--- src/hw/rtl/thw_pkg.sv ---
// tar header walker package: widths, header field positions, result kinds and the
// queued event type shared by the front, queue and back modules
`timescale 1ns / 1ps

package thw_pkg;

   localparam int OFFSET_BITS = 40;
   localparam int POS_OUT_BITS = 40;
   localparam int SIZE_BITS = 36;
   localparam int SKIP_BITS = 37;
   localparam int KIND_BITS = 3;

   localparam int BLOCK_LAST = 511;
   localparam int MAGIC_POS = 257;
   localparam int MAGIC_LEN = 5;
   localparam int SIZE_POS = 124;
   localparam int SIZE_LEN = 12;

   localparam int QUEUE_DEPTH = 4;
   localparam int QUEUE_PTR_BITS = $clog2(QUEUE_DEPTH);

   localparam logic [KIND_BITS-1:0] KIND_FILE = 3'd0;
   localparam logic [KIND_BITS-1:0] KIND_END_FILES = 3'd1;
   localparam logic [KIND_BITS-1:0] KIND_END_EMPTY = 3'd2;
   localparam logic [KIND_BITS-1:0] KIND_NOT_USTAR = 3'd3;
   localparam logic [KIND_BITS-1:0] KIND_OVERFLOW = 3'd4;

   typedef struct packed {
      logic                    has_entry;
      logic                    has_status;
      logic [KIND_BITS-1:0]    status_kind;
      logic [POS_OUT_BITS-1:0] hdr_pos;
      logic [POS_OUT_BITS-1:0] body_pos;
      logic [SIZE_BITS-1:0]    file_size;
   } thw_event_type;

   function automatic logic [7:0] magic_char(input logic [2:0] idx);
      logic [7:0] ch;
      case (idx)
         3'd0: ch = 8'h75;
         3'd1: ch = 8'h73;
         3'd2: ch = 8'h74;
         3'd3: ch = 8'h61;
         3'd4: ch = 8'h72;
         default: ch = 8'h00;
      endcase
      return ch;
   endfunction

endpackage

--- src/hw/rtl/thw_front.sv ---
// tar header walker front: takes archive bytes, tracks block position,
// magic, size field and data skip, and pushes result events to the queue
// depends on thw_pkg
`timescale 1ns / 1ps

module thw_front import thw_pkg::*; (
   input  logic          clock,
   input  logic          reset,
   input  logic          req_valid,
   output logic          req_ready,
   input  logic [7:0]    req_data_byte,
   input  logic          req_last_byte,
   input  logic          q_full,
   output logic          q_push,
   output thw_event_type q_event
);

   localparam logic [1:0] PH_HEADER = 2'd0;
   localparam logic [1:0] PH_SKIP = 2'd1;
   localparam logic [1:0] PH_DONE = 2'd2;

   logic [8:0]             pos_ff, pos_in;
   logic [1:0]             phase_ff, phase_in;
   logic [OFFSET_BITS-1:0] offset_ff, offset_in;
   logic [SIZE_BITS-1:0]   acc_ff, acc_in;
   logic [SKIP_BITS-1:0]   skip_ff, skip_in;
   logic                   nonzero_ff, nonzero_in;
   logic [MAGIC_LEN-1:0]   magic_ff, magic_in;
   logic                   first_ff, first_in;
   logic                   any_ff, any_in;

   logic                   done, take, in_hdr, blk_end, nonzero_now;
   logic                   is_magic, is_digit, blk_st, ovf, entry, st_valid;
   logic                   first_after, any_after;
   logic [2:0]             magic_idx;
   logic [KIND_BITS-1:0]   blk_kind, st_kind;
   logic [SKIP_BITS-1:0]   round_sum, round_size, skip_dec;

   assign done = (phase_ff == PH_DONE);
   assign req_ready = done || !q_full;
   assign take = req_valid && req_ready;

   always_comb begin
      in_hdr = (phase_ff == PH_HEADER);
      blk_end = in_hdr && (pos_ff == 9'(BLOCK_LAST));
      nonzero_now = nonzero_ff || (req_data_byte != 8'd0);
      is_magic = (pos_ff >= 9'(MAGIC_POS)) && (pos_ff < 9'(MAGIC_POS + MAGIC_LEN));
      magic_idx = 3'(pos_ff - 9'(MAGIC_POS));
      is_digit = (pos_ff >= 9'(SIZE_POS)) && (pos_ff < 9'(SIZE_POS + SIZE_LEN))
                 && (req_data_byte inside {[8'h30:8'h37]});
      ovf = (offset_ff == '1);

      blk_st = 1'b0;
      blk_kind = KIND_NOT_USTAR;
      if (blk_end) begin
         if (first_ff && (magic_ff != '1)) begin
            blk_st = 1'b1;
            blk_kind = KIND_NOT_USTAR;
         end else if (!nonzero_now) begin
            blk_st = 1'b1;
            blk_kind = any_ff ? KIND_END_FILES : KIND_END_EMPTY;
         end
      end

      first_after = first_ff && !blk_end;
      entry = 1'b0;
      st_valid = 1'b0;
      st_kind = blk_kind;
      if (blk_st) begin
         st_valid = 1'b1;
      end else if (ovf) begin
         st_valid = 1'b1;
         st_kind = KIND_OVERFLOW;
      end else begin
         entry = blk_end;
         if (req_last_byte) begin
            st_valid = 1'b1;
            if (first_after) begin
               st_kind = KIND_NOT_USTAR;
            end else begin
               st_kind = (any_ff || entry) ? KIND_END_FILES : KIND_END_EMPTY;
            end
         end
      end
      any_after = any_ff || entry;

      round_sum = {1'b0, acc_ff} + SKIP_BITS'(BLOCK_LAST);
      round_size = {round_sum[SKIP_BITS-1:9], 9'd0};
      skip_dec = skip_ff - SKIP_BITS'(1);

      q_event.has_entry = entry;
      q_event.has_status = st_valid;
      q_event.status_kind = st_kind;
      q_event.hdr_pos = POS_OUT_BITS'(offset_ff - OFFSET_BITS'(BLOCK_LAST));
      q_event.body_pos = POS_OUT_BITS'(offset_ff + OFFSET_BITS'(1));
      q_event.file_size = acc_ff;
      q_push = take && !done && (entry || st_valid);

      pos_in = pos_ff;
      phase_in = phase_ff;
      offset_in = offset_ff;
      acc_in = acc_ff;
      skip_in = skip_ff;
      nonzero_in = nonzero_ff;
      magic_in = magic_ff;
      first_in = first_ff;
      any_in = any_ff;

      if (take && !done) begin
         if (in_hdr) begin
            nonzero_in = nonzero_now;
            if (first_ff && is_magic && (req_data_byte == magic_char(magic_idx))) begin
               magic_in[magic_idx] = 1'b1;
            end
            if (is_digit) begin
               acc_in = {acc_ff[SIZE_BITS-4:0], req_data_byte[2:0]};
            end
            if (blk_end) begin
               first_in = 1'b0;
               nonzero_in = 1'b0;
               acc_in = '0;
            end
         end else begin
            skip_in = skip_dec;
            if (skip_dec == '0) begin
               phase_in = PH_HEADER;
            end
         end
         if (entry) begin
            any_in = any_after;
            skip_in = round_size;
            if (round_size != '0) begin
               phase_in = PH_SKIP;
            end
         end
         if (st_valid) begin
            phase_in = PH_DONE;
         end
         pos_in = pos_ff + 9'd1;
         offset_in = offset_ff + OFFSET_BITS'(1);
      end
   end

   always_ff @(posedge clock) begin
      if (reset) begin
         pos_ff <= '0;
         phase_ff <= PH_HEADER;
         offset_ff <= '0;
         acc_ff <= '0;
         skip_ff <= '0;
         nonzero_ff <= 1'b0;
         magic_ff <= '0;
         first_ff <= 1'b1;
         any_ff <= 1'b0;
      end else begin
         pos_ff <= pos_in;
         phase_ff <= phase_in;
         offset_ff <= offset_in;
         acc_ff <= acc_in;
         skip_ff <= skip_in;
         nonzero_ff <= nonzero_in;
         magic_ff <= magic_in;
         first_ff <= first_in;
         any_ff <= any_in;
      end
   end

   // once the end status is out, the walk stays finished
   a_done_sticks: assert property (@(posedge clock) disable iff (reset)
      phase_ff == PH_DONE |=> phase_ff == PH_DONE)
      else $error("walk left the done phase");

   // data skip always starts at a block boundary, so it returns to a header at one
   a_skip_aligned: assert property (@(posedge clock) disable iff (reset)
      (phase_ff == PH_SKIP && $past(phase_ff) == PH_HEADER) |-> pos_ff == 9'd0)
      else $error("data skip started off a block boundary");

endmodule

--- src/hw/rtl/thw_queue.sv ---
// tar header walker event queue: four entries between front and back
// so that each side can stall on its own
// depends on thw_pkg
`timescale 1ns / 1ps

module thw_queue import thw_pkg::*; (
   input  logic          clock,
   input  logic          reset,
   input  logic          push,
   input  thw_event_type push_event,
   input  logic          pop,
   output logic          full,
   output logic          empty,
   output thw_event_type head
);

   thw_event_type               slot_ff [QUEUE_DEPTH];
   logic [QUEUE_PTR_BITS-1:0]   wr_ptr_ff, wr_ptr_in;
   logic [QUEUE_PTR_BITS-1:0]   rd_ptr_ff, rd_ptr_in;
   logic [QUEUE_PTR_BITS:0]     count_ff, count_in;

   assign full = (count_ff == (QUEUE_PTR_BITS + 1)'(QUEUE_DEPTH));
   assign empty = (count_ff == '0);
   assign head = slot_ff[rd_ptr_ff];

   always_comb begin
      wr_ptr_in = wr_ptr_ff;
      rd_ptr_in = rd_ptr_ff;
      count_in = count_ff;
      if (push) begin
         wr_ptr_in = wr_ptr_ff + QUEUE_PTR_BITS'(1);
      end
      if (pop) begin
         rd_ptr_in = rd_ptr_ff + QUEUE_PTR_BITS'(1);
      end
      if (push && !pop) begin
         count_in = count_ff + (QUEUE_PTR_BITS + 1)'(1);
      end else if (pop && !push) begin
         count_in = count_ff - (QUEUE_PTR_BITS + 1)'(1);
      end
   end

   always_ff @(posedge clock) begin
      if (push) begin
         slot_ff[wr_ptr_ff] <= push_event;
      end
   end

   always_ff @(posedge clock) begin
      if (reset) begin
         wr_ptr_ff <= '0;
         rd_ptr_ff <= '0;
         count_ff <= '0;
      end else begin
         wr_ptr_ff <= wr_ptr_in;
         rd_ptr_ff <= rd_ptr_in;
         count_ff <= count_in;
      end
   end

   a_no_overrun: assert property (@(posedge clock) disable iff (reset)
      !(push && full))
      else $error("push into a full queue");

   a_no_underrun: assert property (@(posedge clock) disable iff (reset)
      !(pop && empty))
      else $error("pop from an empty queue");

   a_count_matches: assert property (@(posedge clock) disable iff (reset)
      full || (wr_ptr_ff == QUEUE_PTR_BITS'(rd_ptr_ff + count_ff[QUEUE_PTR_BITS-1:0])))
      else $error("queue pointers and count disagree");

endmodule

--- src/hw/rtl/thw_back.sv ---
// tar header walker back: turns queued events into result items, entry
// first and end status second, through a registered output stage
// depends on thw_pkg
`timescale 1ns / 1ps

module thw_back import thw_pkg::*; (
   input  logic                    clock,
   input  logic                    reset,
   input  logic                    q_empty,
   input  thw_event_type           q_head,
   output logic                    q_pop,
   output logic                    rsp_valid,
   input  logic                    rsp_ready,
   output logic [KIND_BITS-1:0]    rsp_record_kind,
   output logic [POS_OUT_BITS-1:0] rsp_header_offset,
   output logic [POS_OUT_BITS-1:0] rsp_data_offset,
   output logic [SIZE_BITS-1:0]    rsp_file_size,
   output logic                    rsp_run_end
);

   logic                    valid_ff, valid_in;
   logic                    sent_ff, sent_in;
   logic [KIND_BITS-1:0]    kind_ff, kind_in;
   logic [POS_OUT_BITS-1:0] hdr_ff, hdr_in;
   logic [POS_OUT_BITS-1:0] data_ff, data_in;
   logic [SIZE_BITS-1:0]    size_ff, size_in;
   logic                    end_ff, end_in;
   logic                    load;

   assign load = !valid_ff || rsp_ready;

   always_comb begin
      valid_in = valid_ff;
      sent_in = sent_ff;
      kind_in = kind_ff;
      hdr_in = hdr_ff;
      data_in = data_ff;
      size_in = size_ff;
      end_in = end_ff;
      q_pop = 1'b0;
      if (load) begin
         valid_in = !q_empty;
         if (!q_empty) begin
            if (q_head.has_entry && !sent_ff) begin
               kind_in = KIND_FILE;
               hdr_in = q_head.hdr_pos;
               data_in = q_head.body_pos;
               size_in = q_head.file_size;
               end_in = !q_head.has_status;
               sent_in = q_head.has_status;
               q_pop = !q_head.has_status;
            end else begin
               kind_in = q_head.status_kind;
               hdr_in = '0;
               data_in = '0;
               size_in = '0;
               end_in = 1'b1;
               sent_in = 1'b0;
               q_pop = 1'b1;
            end
         end
      end
   end

   always_ff @(posedge clock) begin
      if (reset) begin
         valid_ff <= 1'b0;
         sent_ff <= 1'b0;
      end else begin
         valid_ff <= valid_in;
         sent_ff <= sent_in;
      end
      kind_ff <= kind_in;
      hdr_ff <= hdr_in;
      data_ff <= data_in;
      size_ff <= size_in;
      end_ff <= end_in;
   end

   assign rsp_valid = valid_ff;
   assign rsp_record_kind = kind_ff;
   assign rsp_header_offset = hdr_ff;
   assign rsp_data_offset = data_ff;
   assign rsp_file_size = size_ff;
   assign rsp_run_end = end_ff;

   // an entry waiting on its end status is on the output and not final
   a_split_entry: assert property (@(posedge clock) disable iff (reset)
      sent_ff |-> (valid_ff && kind_ff == KIND_FILE && !end_ff))
      else $error("split event lost its entry");

endmodule

--- src/hw/rtl/tar_header_walker.sv ---
// Accepts one archive byte per clock and reports tar entries and the end
// status. Each byte passes through the front walker (block counter,
// octal shift-add and data-skip down counter); results wait in a
// four-event queue and leave through a registered output stage, one per
// cycle while taken, so a byte that both closes a header and ends the
// archive gives its two results one after the other. Input only stalls
// when the queue is full because results are not being taken. After the
// end status all further bytes are taken and dropped until reset.
// depends on thw_pkg, thw_front, thw_queue, thw_back
`timescale 1ns / 1ps

module tar_header_walker import thw_pkg::*; (
   input  logic                    clock,
   input  logic                    reset,
   input  logic                    req_valid,
   output logic                    req_ready,
   input  logic [7:0]              req_data_byte,
   input  logic                    req_last_byte,
   output logic                    rsp_valid,
   input  logic                    rsp_ready,
   output logic [KIND_BITS-1:0]    rsp_record_kind,
   output logic [POS_OUT_BITS-1:0] rsp_header_offset,
   output logic [POS_OUT_BITS-1:0] rsp_data_offset,
   output logic [SIZE_BITS-1:0]    rsp_file_size,
   output logic                    rsp_run_end
);

   logic          q_full, q_empty, q_push, q_pop;
   thw_event_type q_event, q_head;

   thw_front u_front (
      .clock         (clock),
      .reset         (reset),
      .req_valid     (req_valid),
      .req_ready     (req_ready),
      .req_data_byte (req_data_byte),
      .req_last_byte (req_last_byte),
      .q_full        (q_full),
      .q_push        (q_push),
      .q_event       (q_event)
   );

   thw_queue u_queue (
      .clock      (clock),
      .reset      (reset),
      .push       (q_push),
      .push_event (q_event),
      .pop        (q_pop),
      .full       (q_full),
      .empty      (q_empty),
      .head       (q_head)
   );

   thw_back u_back (
      .clock             (clock),
      .reset             (reset),
      .q_empty           (q_empty),
      .q_head            (q_head),
      .q_pop             (q_pop),
      .rsp_valid         (rsp_valid),
      .rsp_ready         (rsp_ready),
      .rsp_record_kind   (rsp_record_kind),
      .rsp_header_offset (rsp_header_offset),
      .rsp_data_offset   (rsp_data_offset),
      .rsp_file_size     (rsp_file_size),
      .rsp_run_end       (rsp_run_end)
   );

endmodule

--- config.mk ---
export PLATFORM = sky130hd
export DESIGN_NAME = tar_header_walker
export DESIGN_NICKNAME = d
export VERILOG_FILES = /design/src/hw/rtl/thw_pkg.sv /design/src/hw/rtl/thw_front.sv /design/src/hw/rtl/thw_queue.sv /design/src/hw/rtl/thw_back.sv /design/src/hw/rtl/tar_header_walker.sv
export SDC_FILE = /design/constraint.sdc
export NUM_CORES = 1
export LEC_CHECK = 0
export BUFFER_PORTS_ARGS = -buffer_cell sky130_fd_sc_hd__buf_2
export CAP_MARGIN = 30
export CORE_ASPECT_RATIO = 0.9
export CORE_MARGIN = 4
export CORE_UTILIZATION = 60
export DETAILED_ROUTE_END_ITERATION = 8
export GPL_ROUTABILITY_DRIVEN = 1
export GPL_TIMING_DRIVEN = 0
export PLACE_DENSITY = 0.76
export SLEW_MARGIN = 20
export SYNTH_ARGS = -nofsm -noshare
export SYNTH_HDL_FRONTEND = slang
export SYNTH_SLANG_ARGS = --single-unit
--- constraint.sdc ---
create_clock -name clock -period 14.2 [get_ports clock]
set_input_delay 0.71 -clock clock [delete_from_list [all_inputs] [get_ports clock]]
set_output_delay 0.71 -clock clock [all_outputs]
set_load 0.05 [all_outputs]
* Word level (Yosys, flattened, before mapping) *
Memory sizes are Yosys's and may differ from the RTL's. A register that Yosys moved wholly into a read port is not among the register bits.
Cells that the tools add are included.

storage, ports and cells
  register bits = 261
  RAM bits = 484
  logic and storage cells = 139
  memories = 1

operators by class
  $add $sub $neg = 10
  $lt $le $gt $ge = 8
  eq/ne operators = 11
  mux-type cells = 42
  bitwise gates (word level) = 2
  reduce and logical (&&, ||, !) cells = 46

memory list
  memory           words  bits a word  rd ports  clocked after Yosys merged registers in  wr ports  RTL line         text
  u_queue.slot_ff  4      121          1         1                                        1         thw_queue.sv:17  thw_event_type slot_ff [QUEUE_DEPTH];

operators with widths
  operator                                                            count
  two-way mux 37 bit                                                  2
  two-way mux 36 bit                                                  2
  adder 40 x 1 -> 40 bit (second input constant)                      1
  == test 40 bit (second input constant)                              1
  subtractor 40 x 9 -> 40 bit (second input constant)                 1
  adder 36 x 9 -> 37 bit (second input constant)                      1
  logical NOT 37 bit                                                  1
  subtractor 37 x 1 -> 37 bit (second input constant)                 1
  one-hot mux 7 bit (5 select lines)                                  1
  nonzero test 28 bit                                                 1
  two-way mux 3 bit                                                   9
  two-way mux 2 bit                                                   9
  logical AND 1 bit                                                   16
  two-way mux 1 bit                                                   16
  two-way mux 8 bit                                                   2
  adder 9 x 1 -> 9 bit (second input constant)                        1
  == test 9 bit (second input constant)                               1
  greater-or-equal comparator 9 x 7 -> 1 bit (second input constant)  1
  greater-or-equal comparator 9 bit (second input constant)           1
  logical NOT 1 bit                                                   9
  < comparator 9 x 8 -> 1 bit (second input constant)                 1
  < comparator 9 bit (second input constant)                          1
  AND reduction 3 bit                                                 3
  == test 8 bit                                                       1
  22 further kinds                                                    36

* Depth between registers and ports, before layout *
  depth in word-level cells = 12
  gate-level depth with buffers = 14
  gate-level depth less buffers = 13

* Hierarchy *
From an unflattened synthesis, not the netlist that was laid out.

unflattened totals
  cell total of the unflattened synthesis = 2,210
  area total of the unflattened synthesis = 31,542.8 um2

modules (own cells, without submodules)
  module     instances  cells each  area an instance (um2)  sequential area each (um2)
  thw_queue  1          676         17,982.2                14,714.1
  thw_front  1          1,270       9,037.4                 2,642.5
  thw_back   1          264         4,523.1                 3,643.5

* Worst setup path before layout *
No wires, ideal clock.

  path kind = in2reg
  from = in rsp_ready
  to = reg u_queue.count_ff[2]
  arrival time = 7,982 ps
  setup slack = 6,148 ps
  cell stages on the path = 9
  cells stage by stage = inv_1 a21oi_1 nand2_1 ha_1 inv_1 fa_1 xor2_1 or3_1 a21oi_1

on the way
  longest elaborated chain between the ends = 5
  elaborated cells between the ends (all ways) = 7

RTL lines
  element                                                  RTL line                 text
  from (decl)                                              tar_header_walker.sv:20  input logic rsp_ready,
  logical OR 1 bit (*)                                     thw_back.sv:30           assign load = !valid_ff || rsp_ready;
  two-way mux 1 bit (*)                                    thw_back.sv:41           if (load) begin
  logical NOT 1 bit                                        thw_queue.sv:36          if (push && !pop) begin
  logical AND 1 bit                                        thw_queue.sv:36
  two-way mux 3 bit or nonzero test 2 bit (tied branches)  n/a
  to (signal assigned)                                     thw_queue.sv:57          count_ff <= count_in;
  to (decl)                                                thw_queue.sv:20          logic [QUEUE_PTR_BITS:0] count_ff, count_in;

Mark *: on every way between the ends. The rest lies on a longest branch, timed or not.
A chain may end at the register's enable or synchronous reset.

* Final worst setup path *
  from = reg u_front.offset_ff[15]
  to = mem u_queue.slot_ff[3][46] in the netlist's numbering (enable)

on the way
  longest elaborated chain between the ends = 7
  elaborated cells between the ends (all ways) = 9

RTL lines
  element                                      RTL line                 text
  from (decl)                                  thw_front.sv:24          logic [OFFSET_BITS-1:0] offset_ff, offset_in;
  from (signal assigned)                       thw_front.sv:158         offset_ff <= offset_in;
  == test 40 bit (*)                           thw_front.sv:51          ovf = (offset_ff == '1);
  two-way mux 1 bit                            thw_front.sv:71          end else if (ovf) begin
  two-way mux 1 bit                            thw_front.sv:69          if (blk_st) begin
  logical OR 1 bit (*)                         thw_front.sv:97          q_push = take && !done && (entry || st_valid);
  logical AND 1 bit (*)                        thw_front.sv:97
  named net q_push                             tar_header_walker.sv:28  logic q_full, q_empty, q_push, q_pop;
  two-way mux 1 bit (*)                        thw_queue.sv:44          if (push) begin
  two-way mux 1 bit (not written as such) (*)  thw_queue.sv:45          slot_ff[wr_ptr_ff] <= push_event;
  to (decl)                                    thw_queue.sv:17

Mark *: on every way through the listed nets, which the timed path passes. The rest lies on a longest branch.

==> flow_metrics.tcl <==
set metrics [dict create \
    root_buffer "clkbuf_16" \
    p_per_area_mw_per_mm2 182.2 \
    postCtsResizedCells 0 \
    post_route_drc_violation_count 0 \
    die_area_mm2 0.05271 \
    unrepaired_setup_endpoints_after_global_routing "no" \
    detailed_place_hpwl_um 44180 \
    synthesis.area_mm2 0.02946 \
    multi_input_area_mm2 0.009159 \
    status "completed" \
    syn_area_per_cell_um2 14.07 \
    antenna_found_initial 3 \
    post-cts-setup-buffers 0 \
    rows 76 \
    hold_violations 0 \
    number_of_distinct_library_cells_after_synthesis 66 \
    power.share.clock 0.286 \
    wire_length_of_the_first_global_routing_pass_um 103500 \
    final_nets 2350 \
    synth-main-ff-cell "edfxtp_1" \
    layout_worst_path_cycle_share 0.3048 \
    design_area_mm2 0.03358 \
    worstSetupStartpointType "flop" \
    die_h_um 218.2 \
    routabilityCongestion 0.9268 \
    drive_gt1_frac 0.1731 \
    clock_sinks 702 \
    cts_hold_buf 0 \
    clock_tree.buffer_depth 3 \
    max_freq_ghz 0.2310 \
    num_vias 18350 \
    tightest_slew_ps 1002 \
    drt_first_pass_iters 6 \
    power_leakage_uw 0.01105 \
    power.total_uw 6117 \
    layout.filler_cells 3155 \
    post_synth_inst_count 2093 \
    drt-vias-per-instance 6.111 \
    finalSetupTns_ps 0 \
    slew_viol_final 0 \
    floorplan.initialDensity 0.6110 \
    comb_pwr_share 0.291 \
    detail_route.wl_per_cell_um 22.06 \
    cp_cell_sequence "clkbuf_1 -> and4_1 -> clkbuf_1 -> nand4_1 -> nand4bb_1 -> nor2_1 -> nor2_1 -> a21oi_1 -> and2_4 -> buf_16 -> buf_16" \
    critPathArrivalTime_ps 4620 \
    synth_top_cell_area_share 0.5699 \
    die_w_um 241.6 \
    wl_um 66230 \
    synthArstFlopShare 0 \
    min-delay-path-class "in -> reg" \
    drv_cap 0 \
    fin_crit_ps 4329 \
    ant_nets 0 \
    worst_path_largest_cell_delay_ps 570 \
    vdd_ir_drop_max_uv 130.0 \
    synth_seq_cells 702 \
    sum_of_overflow_across_all_layers_after_global_routing 0 \
    crit_type "reg -> reg" \
    clkSlewWorstSetupHoldPaths_ps 60 \
    synth_largest_area_cell "edfxtp_1" \
    clk_latency_ps 610 \
    slew_headroom 0.3272 \
    synth.top_cells.by_area "edfxtp_1, dfxtp_1, mux4_2" \
    placed_area_mm2 0.03129 \
    seq_area_frac_synth 0.6670 \
    drt_iter0_markers 1932 \
    power_report.internal_total_uw 4060 \
    power_switching_uw 2057 \
    sort_of_element_at_the_end_of_the_critical_path "flop" \
    synth-edff-count 559 \
    sw_frac_of_total 0.3362 \
    clock-skew-final_ps 26.37 \
    design.portCount 135 \
    vias_in_the_first_global_route 18110 \
    area_delta_synth_final_pct 13.98 \
    setup_viol_count_final 0 \
    yosys_warnings 0 \
    htree_num_levels 3 \
    grt_start_max_net_pins 46 \
    worstPathMaxFanout 44 \
    cts_tree "yes" \
    grt_util_all_layers 0.2516 \
    buffer_ports.inserted 133 \
    slowest_stage "and2_4" \
    required_ps 14490 \
    postSynthNetCount 2123 \
    fp.coreArea_mm2 0.04821 \
    tritoncts_buffer_count 70 \
    power.sequential.fraction 0.423 \
    register_area_mm2 0.01965 \
]
layer usage:
| metal | GRT usage | routed length, um |
|---|---|---|
| met1 | 0.3402 | 27250 |
| met2 | 0.4267 | 33210 |
| met3 | 0.04000 | 4089 |
| met4 | 0.08087 | 1688 |
| met5 | 0 | 0 |
cell families (layout without fill, tap and decap cells):
group,count (synthesis),after routing,synth area share
flip-flops,702,702,0.6670
adder cells (fa/ha/maj),17,17,0.007476
other,0,3,0
buffers and inverters,161,443,0.02277
XOR/XNOR,140,140,0.04163
multiplexers,120,120,0.08835
AO/OA/AOI/OAI,231,231,0.04485
AND/OR/NAND/NOR,722,722,0.1279
cells in the mapped netlist, types with 65 or more instances:
library cell,n
nand3_1,87
mux4_2,112
xnor2_1,65
clkbuf_1,99
dfxtp_1,143
nand2_1,145
edfxtp_1,559
nor2b_1,113
nor2_1,142
xor2_1,75
a21oi_1,98
o21ai_0,68
layout make-up:
| class | instances | area share |
|---|---|---|
| flip-flops and latches | 702 | 0.5852 |
| diodes | 3 | 0.0002236 |
| plain buffers | 136 | 0.01722 |
| well taps | 624 | 0.02325 |
| clock inverters | 29 | 0.006149 |
| inverters | 25 | 0.002795 |
| multi-input cells | 1230 | 0.2728 |
| repair buffers | 155 | 0.03309 |
| clock buffers | 98 | 0.05929 |
critical path: cells and delay by family, from the launching register on:
kind / cells / cell delay (ps)
compound gates: 1 / 560
buf+inv: 4 / 1140
simple gates: 6 / 1960
flops: 1 / 310
power groups by stage:
stage	logic (uW)	clock network, uW	registers [uW]
floorplan	696	0	3280
global placement	1670	0	2710
detailed placement	1780	0	2630
CTS	1780	1780	2590
global route	1880	1870	2610
finish	1780	1750	2590
flip-flops by register name (all words and copies together), names as in the netlist, named ones only:
| signal | flops |
|---|---|
| u_front.phase_ff | 2 |
| u_front.any_ff | 1 |
| u_queue.count_ff | 3 |
| u_front.pos_ff | 9 |
| u_back.rsp_run_end | 1 |
| u_back.rsp_header_offset | 31 |
| u_queue.wr_ptr_ff | 2 |
| u_front.nonzero_ff | 1 |
| u_front.skip_ff | 37 |
| u_front.acc_ff | 36 |
| u_queue.slot_ff | 448 |
| u_front.magic_ff | 5 |
| u_queue.rd_ptr_ff | 2 |
| u_back.rsp_data_offset | 40 |
| u_back.rsp_valid | 1 |
| u_back.sent_ff | 1 |
| u_back.rsp_file_size | 36 |
| u_front.offset_ff | 40 |
| u_front.first_ff | 1 |
| u_back.rsp_record_kind | 3 |
through the flow:
stage | utilization | std cells | setup slack, ps | hold slack (ps)
2_1_floorplan | - | 2093 | 6148 | 436.7
3_3_place_gp | 0.6410 | 2850 | 3163 | 453.1
3_5_place_dp | 0.6490 | 2865 | 9969 | 470.4
4_1_cts | 0.6946 | 2992 | 9906 | 379.2
5_1_grt | 0.6964 | 3001 | 9606 | 393.5
6_report | 0.6964 | 3002 | 9871 | 413.8
worst paths after layout:
check                        startpoint                endpoint  slack, ps  cells after the start
setup / recovery  u_front.offset_ff[15]  u_queue.slot_ff[3][46]       9870                     11
hold / removal         req_data_byte[1]       u_front.acc_ff[1]        410                      3
setup reg to reg  u_front.offset_ff[15]  u_queue.slot_ff[3][46]       9870                     11
hold reg to reg     u_front.magic_ff[2]     u_front.magic_ff[2]        480                      2
cell usage in the layout (no fill, tap or decap), drive strengths merged, types with 7 or more instances in the layout:
master and count:
o21ai 70, nor2b 113, a31oi 10, nor3 50, and2 17, mux2i 8, or4 15, and3 15
or3 23, nand4 24, buf 191, ha 16, mux4 112, nand2b 12, or2 9, clkbuf 198
xnor2 65, nand2 145, nand3 87, a211oi 8, inv 31, clkinv 22, dfxtp 143, a22oi 7
a21oi 99, edfxtp 559, and4 11, xor2 75, nor4 40, nor2 142
Power figures use the tool's default switching activity.
